===== src/hw/rtl/u4b_enc_pkg.sv =====
package u4b_enc_pkg;

	// configuration register indexes
	localparam int CfgIdxW = 2;
	localparam logic [CfgIdxW-1:0] CfgFirstChar = 2'd0;
	localparam logic [CfgIdxW-1:0] CfgThirdChar = 2'd1;
	localparam logic [7:0] ChanCharReset = 8'd48;

	// field limits
	localparam logic [10:0] AltMax = 11'd1067;
	localparam logic [10:0] AltCodes = 11'd1068;
	localparam logic signed [14:0] TempMinTenths = -15'sd500;
	localparam logic signed [14:0] TempMaxTenths = 15'sd390;
	localparam logic [13:0] VoltMin = 14'd300;
	localparam logic [13:0] VoltMax = 14'd495;
	localparam logic [5:0] SpeedMax = 6'd41;

	// ascii bases
	localparam logic [7:0] AsciiA = 8'd65;
	localparam logic [7:0] AsciiX = 8'd88;
	localparam logic [6:0] LetterBase = 7'd65;
	localparam logic [6:0] DigitBase7 = 7'd48;
	localparam logic [5:0] DigitBase6 = 6'd48;

	// small reciprocals, exact over the clamped ranges
	localparam logic [15:0] Div5Alt = 16'd52429;  // x * m >> 18, x < 2^18
	localparam logic [7:0] Div10Temp = 8'd205;   // a * m >> 11, a <= 500
	localparam logic [7:0] Div5Volt = 8'd205;    // n * m >> 10, n <= 197

	// reciprocals for 20-bit numerators: m = ceil(2^k / d), k = 20 + ceil(log2 d)
	localparam int RecipW = 22;
	localparam int ProdW = 42;
	localparam int ShV1 = 25;
	localparam int ShV2 = 30;
	localparam int ShV3 = 35;
	localparam int ShW1 = 25;
	localparam int ShW2 = 28;
	localparam int ShW3 = 31;
	localparam int ShW4 = 36;
	localparam logic [RecipW-1:0] MulV1 = RecipW'(((64'd1 << ShV1) + 64'd25) / 64'd26);
	localparam logic [RecipW-1:0] MulV2 = RecipW'(((64'd1 << ShV2) + 64'd675) / 64'd676);
	localparam logic [RecipW-1:0] MulV3 = RecipW'(((64'd1 << ShV3) + 64'd17575) / 64'd17576);
	localparam logic [RecipW-1:0] MulW1 = RecipW'(((64'd1 << ShW1) + 64'd18) / 64'd19);
	localparam logic [RecipW-1:0] MulW2 = RecipW'(((64'd1 << ShW2) + 64'd189) / 64'd190);
	localparam logic [RecipW-1:0] MulW3 = RecipW'(((64'd1 << ShW3) + 64'd1899) / 64'd1900);
	localparam logic [RecipW-1:0] MulW4 = RecipW'(((64'd1 << ShW4) + 64'd34199) / 64'd34200);

	// one snapshot as taken from the input channel
	typedef struct packed {
		logic [7:0]         subsquare_letter_a;
		logic [7:0]         subsquare_letter_b;
		logic [19:0]        altitude_meters;
		logic signed [14:0] temp_tenths;
		logic [13:0]        volt_hundredths;
		logic [9:0]         speed_knots;
	} raw_t;

	// clamped field codes
	typedef struct packed {
		logic [4:0]  g5;
		logic [4:0]  g6;
		logic [10:0] alt_code;
		logic [6:0]  tcode;
		logic [5:0]  vcode;
		logic [5:0]  scode;
	} codes_t;

	// the two mixed-radix words
	typedef struct packed {
		logic [19:0] val;
		logic [19:0] w;
	} pack_t;

	// quotients of both words by the running radix products
	typedef struct packed {
		logic [19:0] val;
		logic [19:0] w;
		logic [14:0] vq1;
		logic [9:0]  vq2;
		logic [5:0]  vq3;
		logic [14:0] wq1;
		logic [11:0] wq2;
		logic [8:0]  wq3;
		logic [4:0]  wq4;
	} quot_t;

	// computed message characters
	typedef struct packed {
		logic [6:0] call_char_2;
		logic [6:0] call_char_4;
		logic [6:0] call_char_5;
		logic [6:0] call_char_6;
		logic [6:0] grid_char_1;
		logic [6:0] grid_char_2;
		logic [5:0] grid_char_3;
		logic [5:0] grid_char_4;
		logic [5:0] power_dbm;
	} digits_t;

	// legal power levels in dbm
	function automatic logic [5:0] power_level(input logic [4:0] idx);
		logic [5:0] p;
		case (idx)
			5'd0:  p = 6'd0;
			5'd1:  p = 6'd3;
			5'd2:  p = 6'd7;
			5'd3:  p = 6'd10;
			5'd4:  p = 6'd13;
			5'd5:  p = 6'd17;
			5'd6:  p = 6'd20;
			5'd7:  p = 6'd23;
			5'd8:  p = 6'd27;
			5'd9:  p = 6'd30;
			5'd10: p = 6'd33;
			5'd11: p = 6'd37;
			5'd12: p = 6'd40;
			5'd13: p = 6'd43;
			5'd14: p = 6'd47;
			5'd15: p = 6'd50;
			5'd16: p = 6'd53;
			5'd17: p = 6'd57;
			5'd18: p = 6'd60;
			default: p = 6'd0;
		endcase
		return p;
	endfunction

endpackage


===== src/hw/rtl/u4b_enc_if.sv =====
// snapshot channel
interface u4b_enc_snap_if;
	logic               valid;
	logic               ready;
	logic [7:0]         subsquare_letter_a;
	logic [7:0]         subsquare_letter_b;
	logic [19:0]        altitude_meters;
	logic signed [14:0] temp_tenths;
	logic [13:0]        volt_hundredths;
	logic [9:0]         speed_knots;

	modport source (
		output valid, subsquare_letter_a, subsquare_letter_b, altitude_meters,
		output temp_tenths, volt_hundredths, speed_knots,
		input ready
	);
	modport sink (
		input valid, subsquare_letter_a, subsquare_letter_b, altitude_meters,
		input temp_tenths, volt_hundredths, speed_knots,
		output ready
	);
endinterface

// message channel
interface u4b_enc_msg_if;
	logic       valid;
	logic       ready;
	logic [7:0] call_char_1;
	logic [6:0] call_char_2;
	logic [7:0] call_char_3;
	logic [6:0] call_char_4;
	logic [6:0] call_char_5;
	logic [6:0] call_char_6;
	logic [6:0] grid_char_1;
	logic [6:0] grid_char_2;
	logic [5:0] grid_char_3;
	logic [5:0] grid_char_4;
	logic [5:0] power_dbm;

	modport source (
		output valid, call_char_1, call_char_2, call_char_3, call_char_4,
		output call_char_5, call_char_6, grid_char_1, grid_char_2,
		output grid_char_3, grid_char_4, power_dbm,
		input ready
	);
	modport sink (
		input valid, call_char_1, call_char_2, call_char_3, call_char_4,
		input call_char_5, call_char_6, grid_char_1, grid_char_2,
		input grid_char_3, grid_char_4, power_dbm,
		output ready
	);
endinterface

// configuration write channel
interface u4b_enc_cfg_if;
	logic                           valid;
	logic                           ready;
	logic [u4b_enc_pkg::CfgIdxW-1:0] index;
	logic [7:0]                     data;

	modport source (output valid, index, data, input ready);
	modport sink (input valid, index, data, output ready);
endinterface


===== src/hw/rtl/u4b_enc_codes.sv =====
module u4b_enc_codes (
	input  u4b_enc_pkg::raw_t   raw,
	output u4b_enc_pkg::codes_t codes
);

	logic [17:0]        alt_quarter;
	logic [33:0]        alt_prod;
	logic [15:0]        alt_div;
	logic signed [14:0] t_clamp;
	logic               t_neg;
	logic [8:0]         t_abs;
	logic [16:0]        t_prod;
	logic [5:0]         t_deg;
	logic [13:0]        v_clamp;
	logic [7:0]         v_off;
	logic [15:0]        v_prod;
	logic [5:0]         v_step;
	logic [5:0]         v_sum;
	logic [9:0]         s_half;
	logic [10:0]        s_inc;

	// subsquare letters, bad letter counts as A
	always_comb begin
		if (raw.subsquare_letter_a inside {[u4b_enc_pkg::AsciiA:u4b_enc_pkg::AsciiX]}) begin
			codes.g5 = 5'(raw.subsquare_letter_a - u4b_enc_pkg::AsciiA);
		end else begin
			codes.g5 = '0;
		end
		if (raw.subsquare_letter_b inside {[u4b_enc_pkg::AsciiA:u4b_enc_pkg::AsciiX]}) begin
			codes.g6 = 5'(raw.subsquare_letter_b - u4b_enc_pkg::AsciiA);
		end else begin
			codes.g6 = '0;
		end
	end

	// altitude / 20 as (alt >> 2) / 5, saturated
	assign alt_quarter = raw.altitude_meters[19:2];
	assign alt_prod = 34'(alt_quarter) * 34'(u4b_enc_pkg::Div5Alt);
	assign alt_div = alt_prod[33:18];
	assign codes.alt_code = (alt_div > 16'(u4b_enc_pkg::AltMax)) ?
		u4b_enc_pkg::AltMax : alt_div[10:0];

	// temperature clamp and whole degrees toward zero
	always_comb begin
		if (raw.temp_tenths < u4b_enc_pkg::TempMinTenths) begin
			t_clamp = u4b_enc_pkg::TempMinTenths;
		end else if (raw.temp_tenths > u4b_enc_pkg::TempMaxTenths) begin
			t_clamp = u4b_enc_pkg::TempMaxTenths;
		end else begin
			t_clamp = raw.temp_tenths;
		end
	end
	assign t_neg = t_clamp[14];
	assign t_abs = t_neg ? 9'(-t_clamp) : 9'(t_clamp);
	assign t_prod = 17'(t_abs) * 17'(u4b_enc_pkg::Div10Temp);
	assign t_deg = t_prod[16:11];
	assign codes.tcode = t_neg ? (7'd50 - 7'(t_deg)) : (7'd50 + 7'(t_deg));

	// voltage clamp, rounded 50 mV steps, offset 20 modulo 40
	always_comb begin
		if (raw.volt_hundredths > u4b_enc_pkg::VoltMax) begin
			v_clamp = u4b_enc_pkg::VoltMax;
		end else if (raw.volt_hundredths < u4b_enc_pkg::VoltMin) begin
			v_clamp = u4b_enc_pkg::VoltMin;
		end else begin
			v_clamp = raw.volt_hundredths;
		end
	end
	assign v_off = 8'(v_clamp - u4b_enc_pkg::VoltMin + 14'd2);
	assign v_prod = 16'(v_off) * 16'(u4b_enc_pkg::Div5Volt);
	assign v_step = v_prod[15:10];
	assign v_sum = v_step + 6'd20;
	assign codes.vcode = (v_sum >= 6'd40) ? (v_sum - 6'd40) : v_sum;

	// speed code, saturated
	assign s_inc = {1'b0, raw.speed_knots} + 11'd1;
	assign s_half = s_inc[10:1];
	assign codes.scode = (s_half > 10'(u4b_enc_pkg::SpeedMax)) ?
		u4b_enc_pkg::SpeedMax : s_half[5:0];

endmodule


===== src/hw/rtl/u4b_enc_pack.sv =====
module u4b_enc_pack (
	input  u4b_enc_pkg::codes_t codes,
	output u4b_enc_pkg::pack_t  words
);

	logic [9:0]  sq_idx;
	logic [11:0] tv;
	logic [17:0] tvs;

	// callsign word: (g5 * 24 + g6) * 1068 + altitude code
	assign sq_idx = 10'(codes.g5) * 10'd24 + 10'(codes.g6);
	assign words.val = 20'(sq_idx) * 20'(u4b_enc_pkg::AltCodes) + 20'(codes.alt_code);

	// grid word: temperature, voltage, speed, then gps-valid and standard bits
	assign tv = 12'(codes.tcode) * 12'd40 + 12'(codes.vcode);
	assign tvs = 18'(tv) * 18'd42 + 18'(codes.scode);
	assign words.w = {tvs, 2'b11};

endmodule


===== src/hw/rtl/u4b_enc_recip.sv =====
module u4b_enc_recip (
	input  u4b_enc_pkg::pack_t words,
	output u4b_enc_pkg::quot_t quot
);

	logic [u4b_enc_pkg::ProdW-1:0] pv1, pv2, pv3;
	logic [u4b_enc_pkg::ProdW-1:0] pw1, pw2, pw3, pw4;

	// callsign word by 26, 26^2, 26^3
	assign pv1 = u4b_enc_pkg::ProdW'(words.val) * u4b_enc_pkg::ProdW'(u4b_enc_pkg::MulV1);
	assign pv2 = u4b_enc_pkg::ProdW'(words.val) * u4b_enc_pkg::ProdW'(u4b_enc_pkg::MulV2);
	assign pv3 = u4b_enc_pkg::ProdW'(words.val) * u4b_enc_pkg::ProdW'(u4b_enc_pkg::MulV3);

	// grid word by 19, 190, 1900, 34200
	assign pw1 = u4b_enc_pkg::ProdW'(words.w) * u4b_enc_pkg::ProdW'(u4b_enc_pkg::MulW1);
	assign pw2 = u4b_enc_pkg::ProdW'(words.w) * u4b_enc_pkg::ProdW'(u4b_enc_pkg::MulW2);
	assign pw3 = u4b_enc_pkg::ProdW'(words.w) * u4b_enc_pkg::ProdW'(u4b_enc_pkg::MulW3);
	assign pw4 = u4b_enc_pkg::ProdW'(words.w) * u4b_enc_pkg::ProdW'(u4b_enc_pkg::MulW4);

	assign quot.val = words.val;
	assign quot.w = words.w;
	assign quot.vq1 = pv1[u4b_enc_pkg::ShV1 +: 15];
	assign quot.vq2 = pv2[u4b_enc_pkg::ShV2 +: 10];
	assign quot.vq3 = pv3[u4b_enc_pkg::ShV3 +: 6];
	assign quot.wq1 = pw1[u4b_enc_pkg::ShW1 +: 15];
	assign quot.wq2 = pw2[u4b_enc_pkg::ShW2 +: 12];
	assign quot.wq3 = pw3[u4b_enc_pkg::ShW3 +: 9];
	assign quot.wq4 = pw4[u4b_enc_pkg::ShW4 +: 5];

endmodule


===== src/hw/rtl/u4b_enc_digits.sv =====
module u4b_enc_digits (
	input  u4b_enc_pkg::quot_t   quot,
	output u4b_enc_pkg::digits_t digits
);

	logic [19:0] c6_full;
	logic [14:0] c5_full;
	logic [9:0]  c4_full;
	logic [5:0]  c2;
	logic [19:0] p_full;
	logic [14:0] d4_full;
	logic [11:0] d3_full;
	logic [8:0]  l2_full;

	// callsign digits as remainders between neighboring quotients
	assign c6_full = quot.val - 20'(quot.vq1) * 20'd26;
	assign c5_full = quot.vq1 - 15'(quot.vq2) * 15'd26;
	assign c4_full = quot.vq2 - 10'(quot.vq3) * 10'd26;
	assign c2 = quot.vq3;

	// grid digits and power index the same way
	assign p_full = quot.w - 20'(quot.wq1) * 20'd19;
	assign d4_full = quot.wq1 - 15'(quot.wq2) * 15'd10;
	assign d3_full = quot.wq2 - 12'(quot.wq3) * 12'd10;
	assign l2_full = quot.wq3 - 9'(quot.wq4) * 9'd18;

	// base 36 for the second callsign character
	assign digits.call_char_2 = (c2 < 6'd10) ? (u4b_enc_pkg::DigitBase7 + 7'(c2)) :
		(u4b_enc_pkg::LetterBase + 7'(c2 - 6'd10));
	assign digits.call_char_4 = u4b_enc_pkg::LetterBase + 7'(c4_full[4:0]);
	assign digits.call_char_5 = u4b_enc_pkg::LetterBase + 7'(c5_full[4:0]);
	assign digits.call_char_6 = u4b_enc_pkg::LetterBase + 7'(c6_full[4:0]);
	assign digits.grid_char_1 = u4b_enc_pkg::LetterBase + 7'(quot.wq4);
	assign digits.grid_char_2 = u4b_enc_pkg::LetterBase + 7'(l2_full[4:0]);
	assign digits.grid_char_3 = u4b_enc_pkg::DigitBase6 + 6'(d3_full[3:0]);
	assign digits.grid_char_4 = u4b_enc_pkg::DigitBase6 + 6'(d4_full[3:0]);
	assign digits.power_dbm = u4b_enc_pkg::power_level(p_full[4:0]);

endmodule


===== src/hw/rtl/u4b_standard_telemetry_encoder.sv =====
// channel    dir  width  contents
// snapshot   in   75     subsquare letters, altitude, temperature, voltage, speed
// message    out  76     six callsign chars, four grid chars, power in dbm
// cfg        in   2+8    register index, character to write
//
// one request per cycle sustained while the message side is ready; a snapshot
// passes the input, codes, packed words, quotients and characters registers.
// the reciprocal multipliers of the quotient stage and the small constant
// multiplies around them are each closed by its own register.
// reset clears the stage valid bits and loads '0' into both channel characters.
// a stall holds each full stage with no empty stage after it; bubbles fill in.
module u4b_standard_telemetry_encoder (
	input  logic                  clk,
	input  logic                  arst_n,
	u4b_enc_snap_if.sink          snapshot,
	u4b_enc_msg_if.source         message,
	u4b_enc_cfg_if.sink           cfg
);

	logic                 chan_first_q;
	logic [7:0]           first_char_q;
	logic [7:0]           third_char_q;
	logic                 valid_s1, valid_s2, valid_s3, valid_s4, valid_s5;
	logic                 rdy1, rdy2, rdy3, rdy4, rdy5;
	u4b_enc_pkg::raw_t    raw_s1, raw_in;
	u4b_enc_pkg::codes_t  codes_s2, codes_d;
	u4b_enc_pkg::pack_t   words_s3, words_d;
	u4b_enc_pkg::quot_t   quot_s4, quot_d;
	u4b_enc_pkg::digits_t res_s5, res_d;

	// configuration registers, always writable
	assign cfg.ready = 1'b1;
	always_ff @(posedge clk or negedge arst_n) begin
		if (!arst_n) begin
			first_char_q <= u4b_enc_pkg::ChanCharReset;
			third_char_q <= u4b_enc_pkg::ChanCharReset;
			chan_first_q <= 1'b0;
		end else if (cfg.valid) begin
			case (cfg.index)
				u4b_enc_pkg::CfgFirstChar: begin
					first_char_q <= cfg.data;
					chan_first_q <= 1'b1;
				end
				u4b_enc_pkg::CfgThirdChar: third_char_q <= cfg.data;
				default: ;
			endcase
		end
	end

	// stage k can take a new entry when empty or when its successor can
	assign rdy5 = !valid_s5 || message.ready;
	assign rdy4 = !valid_s4 || rdy5;
	assign rdy3 = !valid_s3 || rdy4;
	assign rdy2 = !valid_s2 || rdy3;
	assign rdy1 = !valid_s1 || rdy2;
	assign snapshot.ready = rdy1;

	// stage valid bits
	always_ff @(posedge clk or negedge arst_n) begin
		if (!arst_n) begin
			valid_s1 <= 1'b0;
			valid_s2 <= 1'b0;
			valid_s3 <= 1'b0;
			valid_s4 <= 1'b0;
			valid_s5 <= 1'b0;
		end else begin
			if (rdy1) valid_s1 <= snapshot.valid;
			if (rdy2) valid_s2 <= valid_s1;
			if (rdy3) valid_s3 <= valid_s2;
			if (rdy4) valid_s4 <= valid_s3;
			if (rdy5) valid_s5 <= valid_s4;
		end
	end

	// input capture
	assign raw_in.subsquare_letter_a = snapshot.subsquare_letter_a;
	assign raw_in.subsquare_letter_b = snapshot.subsquare_letter_b;
	assign raw_in.altitude_meters = snapshot.altitude_meters;
	assign raw_in.temp_tenths = snapshot.temp_tenths;
	assign raw_in.volt_hundredths = snapshot.volt_hundredths;
	assign raw_in.speed_knots = snapshot.speed_knots;

	u4b_enc_codes u_codes (.raw(raw_s1), .codes(codes_d));
	u4b_enc_pack u_pack (.codes(codes_s2), .words(words_d));
	u4b_enc_recip u_recip (.words(words_s3), .quot(quot_d));
	u4b_enc_digits u_digits (.quot(quot_s4), .digits(res_d));

	// payload registers
	always_ff @(posedge clk) begin
		if (rdy1) raw_s1 <= raw_in;
		if (rdy2) codes_s2 <= codes_d;
		if (rdy3) words_s3 <= words_d;
		if (rdy4) quot_s4 <= quot_d;
		if (rdy5) res_s5 <= res_d;
	end

	// message outputs
	assign message.valid = valid_s5;
	assign message.call_char_1 = first_char_q;
	assign message.call_char_2 = res_s5.call_char_2;
	assign message.call_char_3 = third_char_q;
	assign message.call_char_4 = res_s5.call_char_4;
	assign message.call_char_5 = res_s5.call_char_5;
	assign message.call_char_6 = res_s5.call_char_6;
	assign message.grid_char_1 = res_s5.grid_char_1;
	assign message.grid_char_2 = res_s5.grid_char_2;
	assign message.grid_char_3 = res_s5.grid_char_3;
	assign message.grid_char_4 = res_s5.grid_char_4;
	assign message.power_dbm = res_s5.power_dbm;

	// a taken snapshot lands in the input stage
	a_take: assert property (@(posedge clk) disable iff (!arst_n)
		snapshot.valid && snapshot.ready |=> valid_s1)
		else $error("accepted snapshot not captured");

	// a stalled message keeps the stage behind it full
	a_stall: assert property (@(posedge clk) disable iff (!arst_n)
		message.valid && !message.ready && valid_s4 |=> message.valid && valid_s4)
		else $error("pipeline dropped an entry under stall");

	// base 26 letters stay within A..Z
	a_letters: assert property (@(posedge clk) disable iff (!arst_n)
		message.valid |-> message.call_char_4 >= 7'd65 && message.call_char_4 <= 7'd90 &&
			message.call_char_5 >= 7'd65 && message.call_char_5 <= 7'd90 &&
			message.call_char_6 >= 7'd65 && message.call_char_6 <= 7'd90)
		else $error("callsign letter out of range");

	// grid digits and power level stay legal
	a_grid: assert property (@(posedge clk) disable iff (!arst_n)
		message.valid |-> message.grid_char_1 <= 7'd82 && message.grid_char_2 <= 7'd82 &&
			message.grid_char_3 >= 6'd48 && message.grid_char_3 <= 6'd57 &&
			message.grid_char_4 >= 6'd48 && message.grid_char_4 <= 6'd57 &&
			message.power_dbm <= 6'd60)
		else $error("grid or power out of range");

	// first channel character follows its register once written
	a_chan: assert property (@(posedge clk) disable iff (!arst_n)
		chan_first_q && $stable(first_char_q) |-> message.call_char_1 == first_char_q)
		else $error("callsign character one not from register");

endmodule


===== src/flat_wrapper.sv =====
// flat-port wrapper written by rule: the top's interface ports become plain ports
module u4b_standard_telemetry_encoder_flat 
  (clk, arst_n, snapshot_valid, snapshot_subsquare_letter_a, snapshot_subsquare_letter_b, snapshot_altitude_meters, snapshot_temp_tenths, snapshot_volt_hundredths, snapshot_speed_knots, snapshot_ready, message_valid, message_call_char_1, message_call_char_2, message_call_char_3, message_call_char_4, message_call_char_5, message_call_char_6, message_grid_char_1, message_grid_char_2, message_grid_char_3, message_grid_char_4, message_power_dbm, message_ready, cfg_valid, cfg_index, cfg_data, cfg_ready);
  u4b_enc_snap_if snapshot_i ();
  u4b_enc_msg_if message_i ();
  u4b_enc_cfg_if cfg_i ();
  input  logic clk;
  input  logic arst_n;
  input wire logic [$bits(snapshot_i.valid)-1:0] snapshot_valid;
  input wire logic [$bits(snapshot_i.subsquare_letter_a)-1:0] snapshot_subsquare_letter_a;
  input wire logic [$bits(snapshot_i.subsquare_letter_b)-1:0] snapshot_subsquare_letter_b;
  input wire logic [$bits(snapshot_i.altitude_meters)-1:0] snapshot_altitude_meters;
  input wire logic [$bits(snapshot_i.temp_tenths)-1:0] snapshot_temp_tenths;
  input wire logic [$bits(snapshot_i.volt_hundredths)-1:0] snapshot_volt_hundredths;
  input wire logic [$bits(snapshot_i.speed_knots)-1:0] snapshot_speed_knots;
  output wire logic [$bits(snapshot_i.ready)-1:0] snapshot_ready;
  output wire logic [$bits(message_i.valid)-1:0] message_valid;
  output wire logic [$bits(message_i.call_char_1)-1:0] message_call_char_1;
  output wire logic [$bits(message_i.call_char_2)-1:0] message_call_char_2;
  output wire logic [$bits(message_i.call_char_3)-1:0] message_call_char_3;
  output wire logic [$bits(message_i.call_char_4)-1:0] message_call_char_4;
  output wire logic [$bits(message_i.call_char_5)-1:0] message_call_char_5;
  output wire logic [$bits(message_i.call_char_6)-1:0] message_call_char_6;
  output wire logic [$bits(message_i.grid_char_1)-1:0] message_grid_char_1;
  output wire logic [$bits(message_i.grid_char_2)-1:0] message_grid_char_2;
  output wire logic [$bits(message_i.grid_char_3)-1:0] message_grid_char_3;
  output wire logic [$bits(message_i.grid_char_4)-1:0] message_grid_char_4;
  output wire logic [$bits(message_i.power_dbm)-1:0] message_power_dbm;
  input wire logic [$bits(message_i.ready)-1:0] message_ready;
  input wire logic [$bits(cfg_i.valid)-1:0] cfg_valid;
  input wire logic [$bits(cfg_i.index)-1:0] cfg_index;
  input wire logic [$bits(cfg_i.data)-1:0] cfg_data;
  output wire logic [$bits(cfg_i.ready)-1:0] cfg_ready;
  assign snapshot_i.valid = snapshot_valid;
  assign snapshot_i.subsquare_letter_a = snapshot_subsquare_letter_a;
  assign snapshot_i.subsquare_letter_b = snapshot_subsquare_letter_b;
  assign snapshot_i.altitude_meters = snapshot_altitude_meters;
  assign snapshot_i.temp_tenths = snapshot_temp_tenths;
  assign snapshot_i.volt_hundredths = snapshot_volt_hundredths;
  assign snapshot_i.speed_knots = snapshot_speed_knots;
  assign snapshot_ready = snapshot_i.ready;
  assign message_valid = message_i.valid;
  assign message_call_char_1 = message_i.call_char_1;
  assign message_call_char_2 = message_i.call_char_2;
  assign message_call_char_3 = message_i.call_char_3;
  assign message_call_char_4 = message_i.call_char_4;
  assign message_call_char_5 = message_i.call_char_5;
  assign message_call_char_6 = message_i.call_char_6;
  assign message_grid_char_1 = message_i.grid_char_1;
  assign message_grid_char_2 = message_i.grid_char_2;
  assign message_grid_char_3 = message_i.grid_char_3;
  assign message_grid_char_4 = message_i.grid_char_4;
  assign message_power_dbm = message_i.power_dbm;
  assign message_i.ready = message_ready;
  assign cfg_i.valid = cfg_valid;
  assign cfg_i.index = cfg_index;
  assign cfg_i.data = cfg_data;
  assign cfg_ready = cfg_i.ready;
  u4b_standard_telemetry_encoder u_core (.clk(clk), .arst_n(arst_n), .snapshot(snapshot_i), .message(message_i), .cfg(cfg_i));
endmodule

===== config.mk =====
export PLATFORM = sky130hd
export DESIGN_NAME = u4b_standard_telemetry_encoder_flat
export DESIGN_NICKNAME = d
export VERILOG_FILES = /design/src/hw/rtl/u4b_enc_pkg.sv /design/src/hw/rtl/u4b_enc_if.sv /design/src/hw/rtl/u4b_enc_codes.sv /design/src/hw/rtl/u4b_enc_pack.sv /design/src/hw/rtl/u4b_enc_recip.sv /design/src/hw/rtl/u4b_enc_digits.sv /design/src/hw/rtl/u4b_standard_telemetry_encoder.sv /design/src/flat_wrapper.sv
export SDC_FILE = /design/constraint.sdc
export NUM_CORES = 2
export LEC_CHECK = 0
export BUFFER_PORTS_ARGS = -buffer_cell sky130_fd_sc_hd__buf_4
export CAP_MARGIN = 25
export CORE_MARGIN = 3
export CORE_UTILIZATION = 60
export DETAILED_ROUTE_END_ITERATION = 8
export PLACE_DENSITY = 0.8
export SKIP_LAST_GASP = 1
export SYNTH_ARGS = -nofsm -noshare
export SYNTH_HDL_FRONTEND = slang
export SYNTH_SLANG_ARGS = --single-unit

===== constraint.sdc =====
create_clock -name clk -period 7.7 [get_ports clk]
set_input_delay 2.31 -clock clk [delete_from_list [all_inputs] [get_ports clk]]
set_output_delay 2.31 -clock clk [all_outputs]
set_load 0.01 [all_outputs]

== Yosys cells after proc, flatten, opt, wreduce, memory -nomap -nowiden ==
Memories as Yosys holds them, arrays and structs flattened. A register that Yosys moved wholly into a read port is not among the register bits.
Index checks and enable logic that the tools add are counted.
Word-level totals
  flip-flop bits (word level): 308
  latch bits: 0
  bits in writable memories: 0
  bits in read-only memories: 192
  input bits: 90
  output and inout bits: 79
  word-level logic and storage cells: 127
  memories: 1
Operators by class
  $add $sub $neg: 31
  $mul: 21
  div/mod/pow operators: 0
  magnitude comparators: 12
  eq/ne operators: 1
  shift operators: 0
  multiplexer cells: 8
  bitwise gates (word level): 0
  reductions and logical operators: 15
Memories
  (name not given): depth 32, width 6, read ports 1, clocked after memory_dff 1, wr ports 0, line u4b_enc_pkg.sv:103  | case (idx)
Operators with widths (number)
  20-bit by 21-bit multiplier with 40-bit output (second input constant): 3
  20-bit by 20-bit multiplier with 40-bit output (second input constant): 1
  20-bit by 19-bit multiplier with 39-bit output (second input constant): 1
  20-bit by 19-bit multiplier with 38-bit output (second input constant): 1
  20-bit by 18-bit multiplier with 37-bit output (second input constant): 1
  7-bit by 5-bit adder with 7-bit output (first input constant): 5
  18-bit by 16-bit multiplier with 34-bit output (second input constant): 1
  15-bit two-way mux: 2
  5-bit subtractor: 5
  20-bit by 11-bit adder with 20-bit output: 1
  18-bit by 6-bit adder with 18-bit output: 1
  10-bit by 9-bit multiplier with 18-bit output (second input constant): 1
  12-bit by 5-bit multiplier with 17-bit output (second input constant): 1
  9-bit by 8-bit multiplier with 17-bit output (second input constant): 1
  8-bit by 7-bit >= comparator with 1-bit output (second input constant): 2
  16-bit by 11-bit > comparator with 1-bit output (second input constant): 1
  8-bit by 7-bit less-or-equal comparator with 1-bit output (second input constant): 2
  8-bit by 8-bit multiplier with 16-bit output (second input constant): 1
  8-bit two-way mux: 2
  15-bit by 10-bit > comparator with 1-bit output (second input constant): 1
  15-bit by 10-bit < comparator with 1-bit output (second input constant): 1
  15-bit by 4-bit multiplier with 4-bit output (second input constant): 1
  15-bit by 5-bit multiplier with 5-bit output (second input constant): 1
  6-bit by 6-bit adder with 7-bit output (first input constant): 2
  35 further kinds: 49

== Depth between registers and ports, before layout ==
  depth in word-level cells: 9
  gate-level depth with buffers: 34
  mapped depth without buffers: 34

== Hierarchy ==
Synthesis repeated with hierarchy kept, for this count alone.
Unflattened totals
  cells, all modules: 6623
  area total of the unflattened synthesis: 70273.6 um^2
By module, submodules not included
  u4b_enc_recip: instances 1, cells an instance 4457, area each 44513.9 um^2
  u4b_standard_telemetry_encoder: instances 1, cells an instance 380, area each 10646.5 um^2
  u4b_enc_codes: instances 1, cells an instance 1035, area each 8986.1 um^2
  u4b_enc_pack: instances 1, cells an instance 500, area each 4134.0 um^2
  u4b_enc_digits: instances 1, cells an instance 251, area each 1993.2 um^2

== Worst setup path before layout ==
OpenSTA, ideal clock, no wires.
  path type: input to output
  start point: input port message_ready
  end point: output port snapshot_ready
  arrival: 5.301 ns
  data required time: 5.390 ns
  slack: 0.089 ns
  cell stages on the path: 4
  path buffers: 0
  path through: nor2b_1 -> nand4_1 -> inv_1 -> nand2_1
Between the ends
  longest elaborated chain between the ends: 5
RTL lines
  from (decl): line flat_wrapper.sv:29  | input wire logic [$bits(message_i.ready)-1:0] message_ready;
  1-bit logical OR: line u4b_standard_telemetry_encoder.sv:51  | assign rdy5 = !valid_s5 || message.ready;
  1-bit logical OR: line u4b_standard_telemetry_encoder.sv:52  | assign rdy4 = !valid_s4 || rdy5;
  1-bit logical OR: line u4b_standard_telemetry_encoder.sv:53  | assign rdy3 = !valid_s3 || rdy4;
  1-bit logical OR: line u4b_standard_telemetry_encoder.sv:54  | assign rdy2 = !valid_s2 || rdy3;
  net u_core.rdy2: line u4b_standard_telemetry_encoder.sv:24  | logic rdy1, rdy2, rdy3, rdy4, rdy5;
  1-bit logical OR: line u4b_standard_telemetry_encoder.sv:55  | assign rdy1 = !valid_s1 || rdy2;
  to (decl): line flat_wrapper.sv:16  | output wire logic [$bits(snapshot_i.ready)-1:0] snapshot_ready;
The timed path passes the listed nets, and every way through them passes these cells.

==> impl_metrics.tcl <==
set metrics [dict create \
    yosysUniqueCellTypes 96 \
    rr_endpoint "u_core.quot_s4[9]$_DFFE_PP_" \
    grt_usage_pct 28.8 \
    crit_family "adder cells" \
    final_nets 8372 \
    worstPathCellList "buf_4 -> buf_4 -> ha_1 -> inv_1 -> fa_1 -> inv_1 -> fa_1 -> fa_1 -> fa_1 -> ha_1 -> ha_1 -> ha_1 -> a21oi_1 -> nor2b_1 -> o21ai_0 -> o211ai_1 -> or2_2 -> a221oi_1 -> buf_4 -> nor3_1 -> o211ai_1 -> nor3b_1" \
    worstSetupStartpoint "u_core.words_s3[16]$_DFFE_PP_" \
    cpPeakStageDelay_ps 720 \
    syn_to_final_growth_pct 7.50 \
    num_vias 40400 \
    hold_class "reg2reg" \
    crit_cells 22 \
    synthesis.area_sq_um 60200 \
    slew_headroom_pct 35.7 \
    drv_slew 0 \
    cts.htree.levels 2 \
    cts.sink_count 266 \
    synth_edf_count 245 \
    synth_area_leaders "fa_1, ha_1, edfxtp_1, inv_1, xnor2_1" \
    io_pins 169 \
    synth_top_area_share_pct 33.7 \
    path_buf_inv 5 \
    final_cell_mix "inv_1, ha_1, fa_1" \
    grt_pass1_vias 44100 \
    critPathCapture "u_core.quot_s4[9]$_DFFE_PP_" \
    startpoint_type "register" \
    overflow 0 \
    maxCapViolCount 0 \
    ant_nets 0 \
    syn_inst 5646 \
    synthMuxAreaShare_pct 0.442 \
    fin_crit_sh_pct 94.6 \
    drt_pre_antenna_iters 7 \
    rr_startpoint "u_core.words_s3[16]$_DFFE_PP_" \
    hpwl_um 125000 \
    setup_tns_ps 0 \
    cts_root_buf "clkbuf_16" \
    cts.reportedPaths.clkPinSlew_ps 60 \
    clock_latency_ps 620 \
    ys_seq_area_share_pct 13.1 \
    synth_warnings 0 \
    postCtsSetupBuffers 0 \
    worst_r2r_path_depth 22 \
    coreArea_sq_um 99000 \
    syn_area_per_cell_sq_um 10.7 \
    synthAdderAreaFrac_pct 61.8 \
    setup_violations 0 \
    setup_ws_ps 416 \
    port_buffers 156 \
    crit_type "reg2reg" \
    antenna_found_initial 1 \
    clockBufferDepth 3 \
    dieArea_sq_um 104000 \
    place_ws_ps 551 \
    outcome "complete, no violations" \
    synth_seq_cells 266 \
    gp_congestion 1.00 \
    die_h_um 323 \
    cp_slowest_cell "ha_1" \
    rows 115 \
    grt_max_degree 52 \
    async_flop_share_pct 7.89 \
    rsz0062_at_grt "no" \
    fin_skew_ps 24.6 \
    numCtsBuffers 34 \
    min_period_ps 7280 \
    crit_required_ps 8150 \
    synth_top_family_by_area "adder cells" \
    drt_iter0_markers 2520 \
    synth_compound_area_share_pct 5.89 \
    drc_errors 0 \
    hold_viol 0 \
    yosysTopAreaCell "fa_1" \
    final_common_cell "inv_1" \
    synth_simple_gate_area_share_pct 4.66 \
    ff2ff_setup_slack_ps 420 \
    wl_per_cell_um 19.9 \
    viasPerCell 5.60 \
    cts_tree "done" \
    fmax_ghz 0.137 \
    tightest_slew_ps 952 \
    synth_xor_area_share_pct 3.81 \
    drive_gt1_share_pct 6.03 \
    end_kind "register" \
    synth_flop_cell "edfxtp_1" \
    initial_utilization_pct 60.9 \
    die_width_um 323 \
    grt_pass1_wl_um 232000 \
    drt_wl_total_um 144000 \
    cp_max_fo 8 \
    crit_arrival_ps 7730 \
]
## per-layer routing
layer | track usage, % | routed length, um | vias up
li1 | - | - | 18600
met1 | 36.6 | 57500 | 20000
met2 | 47.9 | 67500 | 1421
met3 | 6.74 | 12100 | 388
met4 | 11.5 | 6600 | 0
met5 | 0 | 0 | -
## area by class of cell
cell class                 count  area (sq um)
timing repair buffer         245          1860
inverter                    1608          6040
antenna                        1          2.50
sequential                   266          7890
multi-input combinational   3757         46200
tap                         1287          1610
clock buffer                  39           880
fill                        7546         34200
clock inverter                21           241
## per-stage QoR
stage | hold slack [ps] | util, % | instance area (sq um) | std cells
CTS | 418 | 65.4 | 64700 | 7222
detailed placement | 405 | 64.3 | 63600 | 7162
global route | 421 | 65.4 | 64800 | 7223
floorplan | 400 | - | 60300 | 5655
global placement | 407 | 64.3 | 63600 | 7162
finish | 417 | 65.4 | 64800 | 7224
## timing repair
item,CTS,global route
gates resized for setup,0,2
hold buffers,0,0
setup endpoints to repair,0,2
## registers in the layout, summed over array words and instances (netlist names)
| register | cells |
|---|---|
| u_core.valid_s3 | 1 |
| u_core.message.grid_char_1 | 6 |
| u_core.message.grid_char_2 | 6 |
| u_core.raw_s1 | 73 |
| u_core.valid_s4 | 1 |
| u_core.message.call_char_5 | 6 |
| u_core.message.grid_char_4 | 4 |
| u_core.quot_s4 | 43 |
| u_core.valid_s1 | 1 |
| u_core.valid_s2 | 1 |
| u_core.message.call_char_6 | 6 |
| u_core.message.grid_char_3 | 4 |
| u_core.message.call_char_4 | 6 |
| u_core.message.call_char_1 | 8 |
| u_core.message.valid | 1 |
| u_core.words_s3 | 38 |
| u_core.codes_s2 | 40 |
| u_core.message.call_char_2 | 7 |
| u_core.message.power_dbm | 6 |
| u_core.message.call_char_3 | 8 |
## how the worst min path moves through the flow
stage                                 startpoint                            end  slack [ps]  cells past startpoint
2_1_floorplan  u_core.codes_s2[19]$_SDFFCE_PN1P_  u_core.words_s3[20]$_DFFE_PP_         400                      0
3_5_place_dp   u_core.codes_s2[20]$_SDFFCE_PN1P_  u_core.words_s3[21]$_DFFE_PP_         400                      0
6_report       u_core.codes_s2[20]$_SDFFCE_PN1P_  u_core.words_s3[21]$_DFFE_PP_         420                      0
3_3_place_gp   u_core.codes_s2[20]$_SDFFCE_PN1P_  u_core.words_s3[21]$_DFFE_PP_         410                      0
4_1_cts        u_core.codes_s2[20]$_SDFFCE_PN1P_  u_core.words_s3[21]$_DFFE_PP_         420                      0
5_1_grt        u_core.codes_s2[20]$_SDFFCE_PN1P_  u_core.words_s3[21]$_DFFE_PP_         420                      0
## synth_stat cells (62+ instances only)
cell / instances
a21o_1: 79
a21oi_1: 147
edfxtp_1: 245
fa_1: 1013
ha_1: 1357
inv_1: 1608
nand2_1: 123
nor2_1: 127
nor3_1: 62
o21ai_0: 103
xnor2_1: 175
xor2_1: 87
## cells by family (layout without fill, tap and decap cells)
family,count (synthesis),after routing
simple gates,553,553
xor+xnor,262,262
fa+ha+maj,2370,2370
other cells,1,11
flops,266,266
buf+inv,1632,1913
mux,24,24
compound gates,538,538
Power is left out: the tool's default activity adds up to more than one toggle a clock period on the data nets, which glitch-free logic cannot reach.
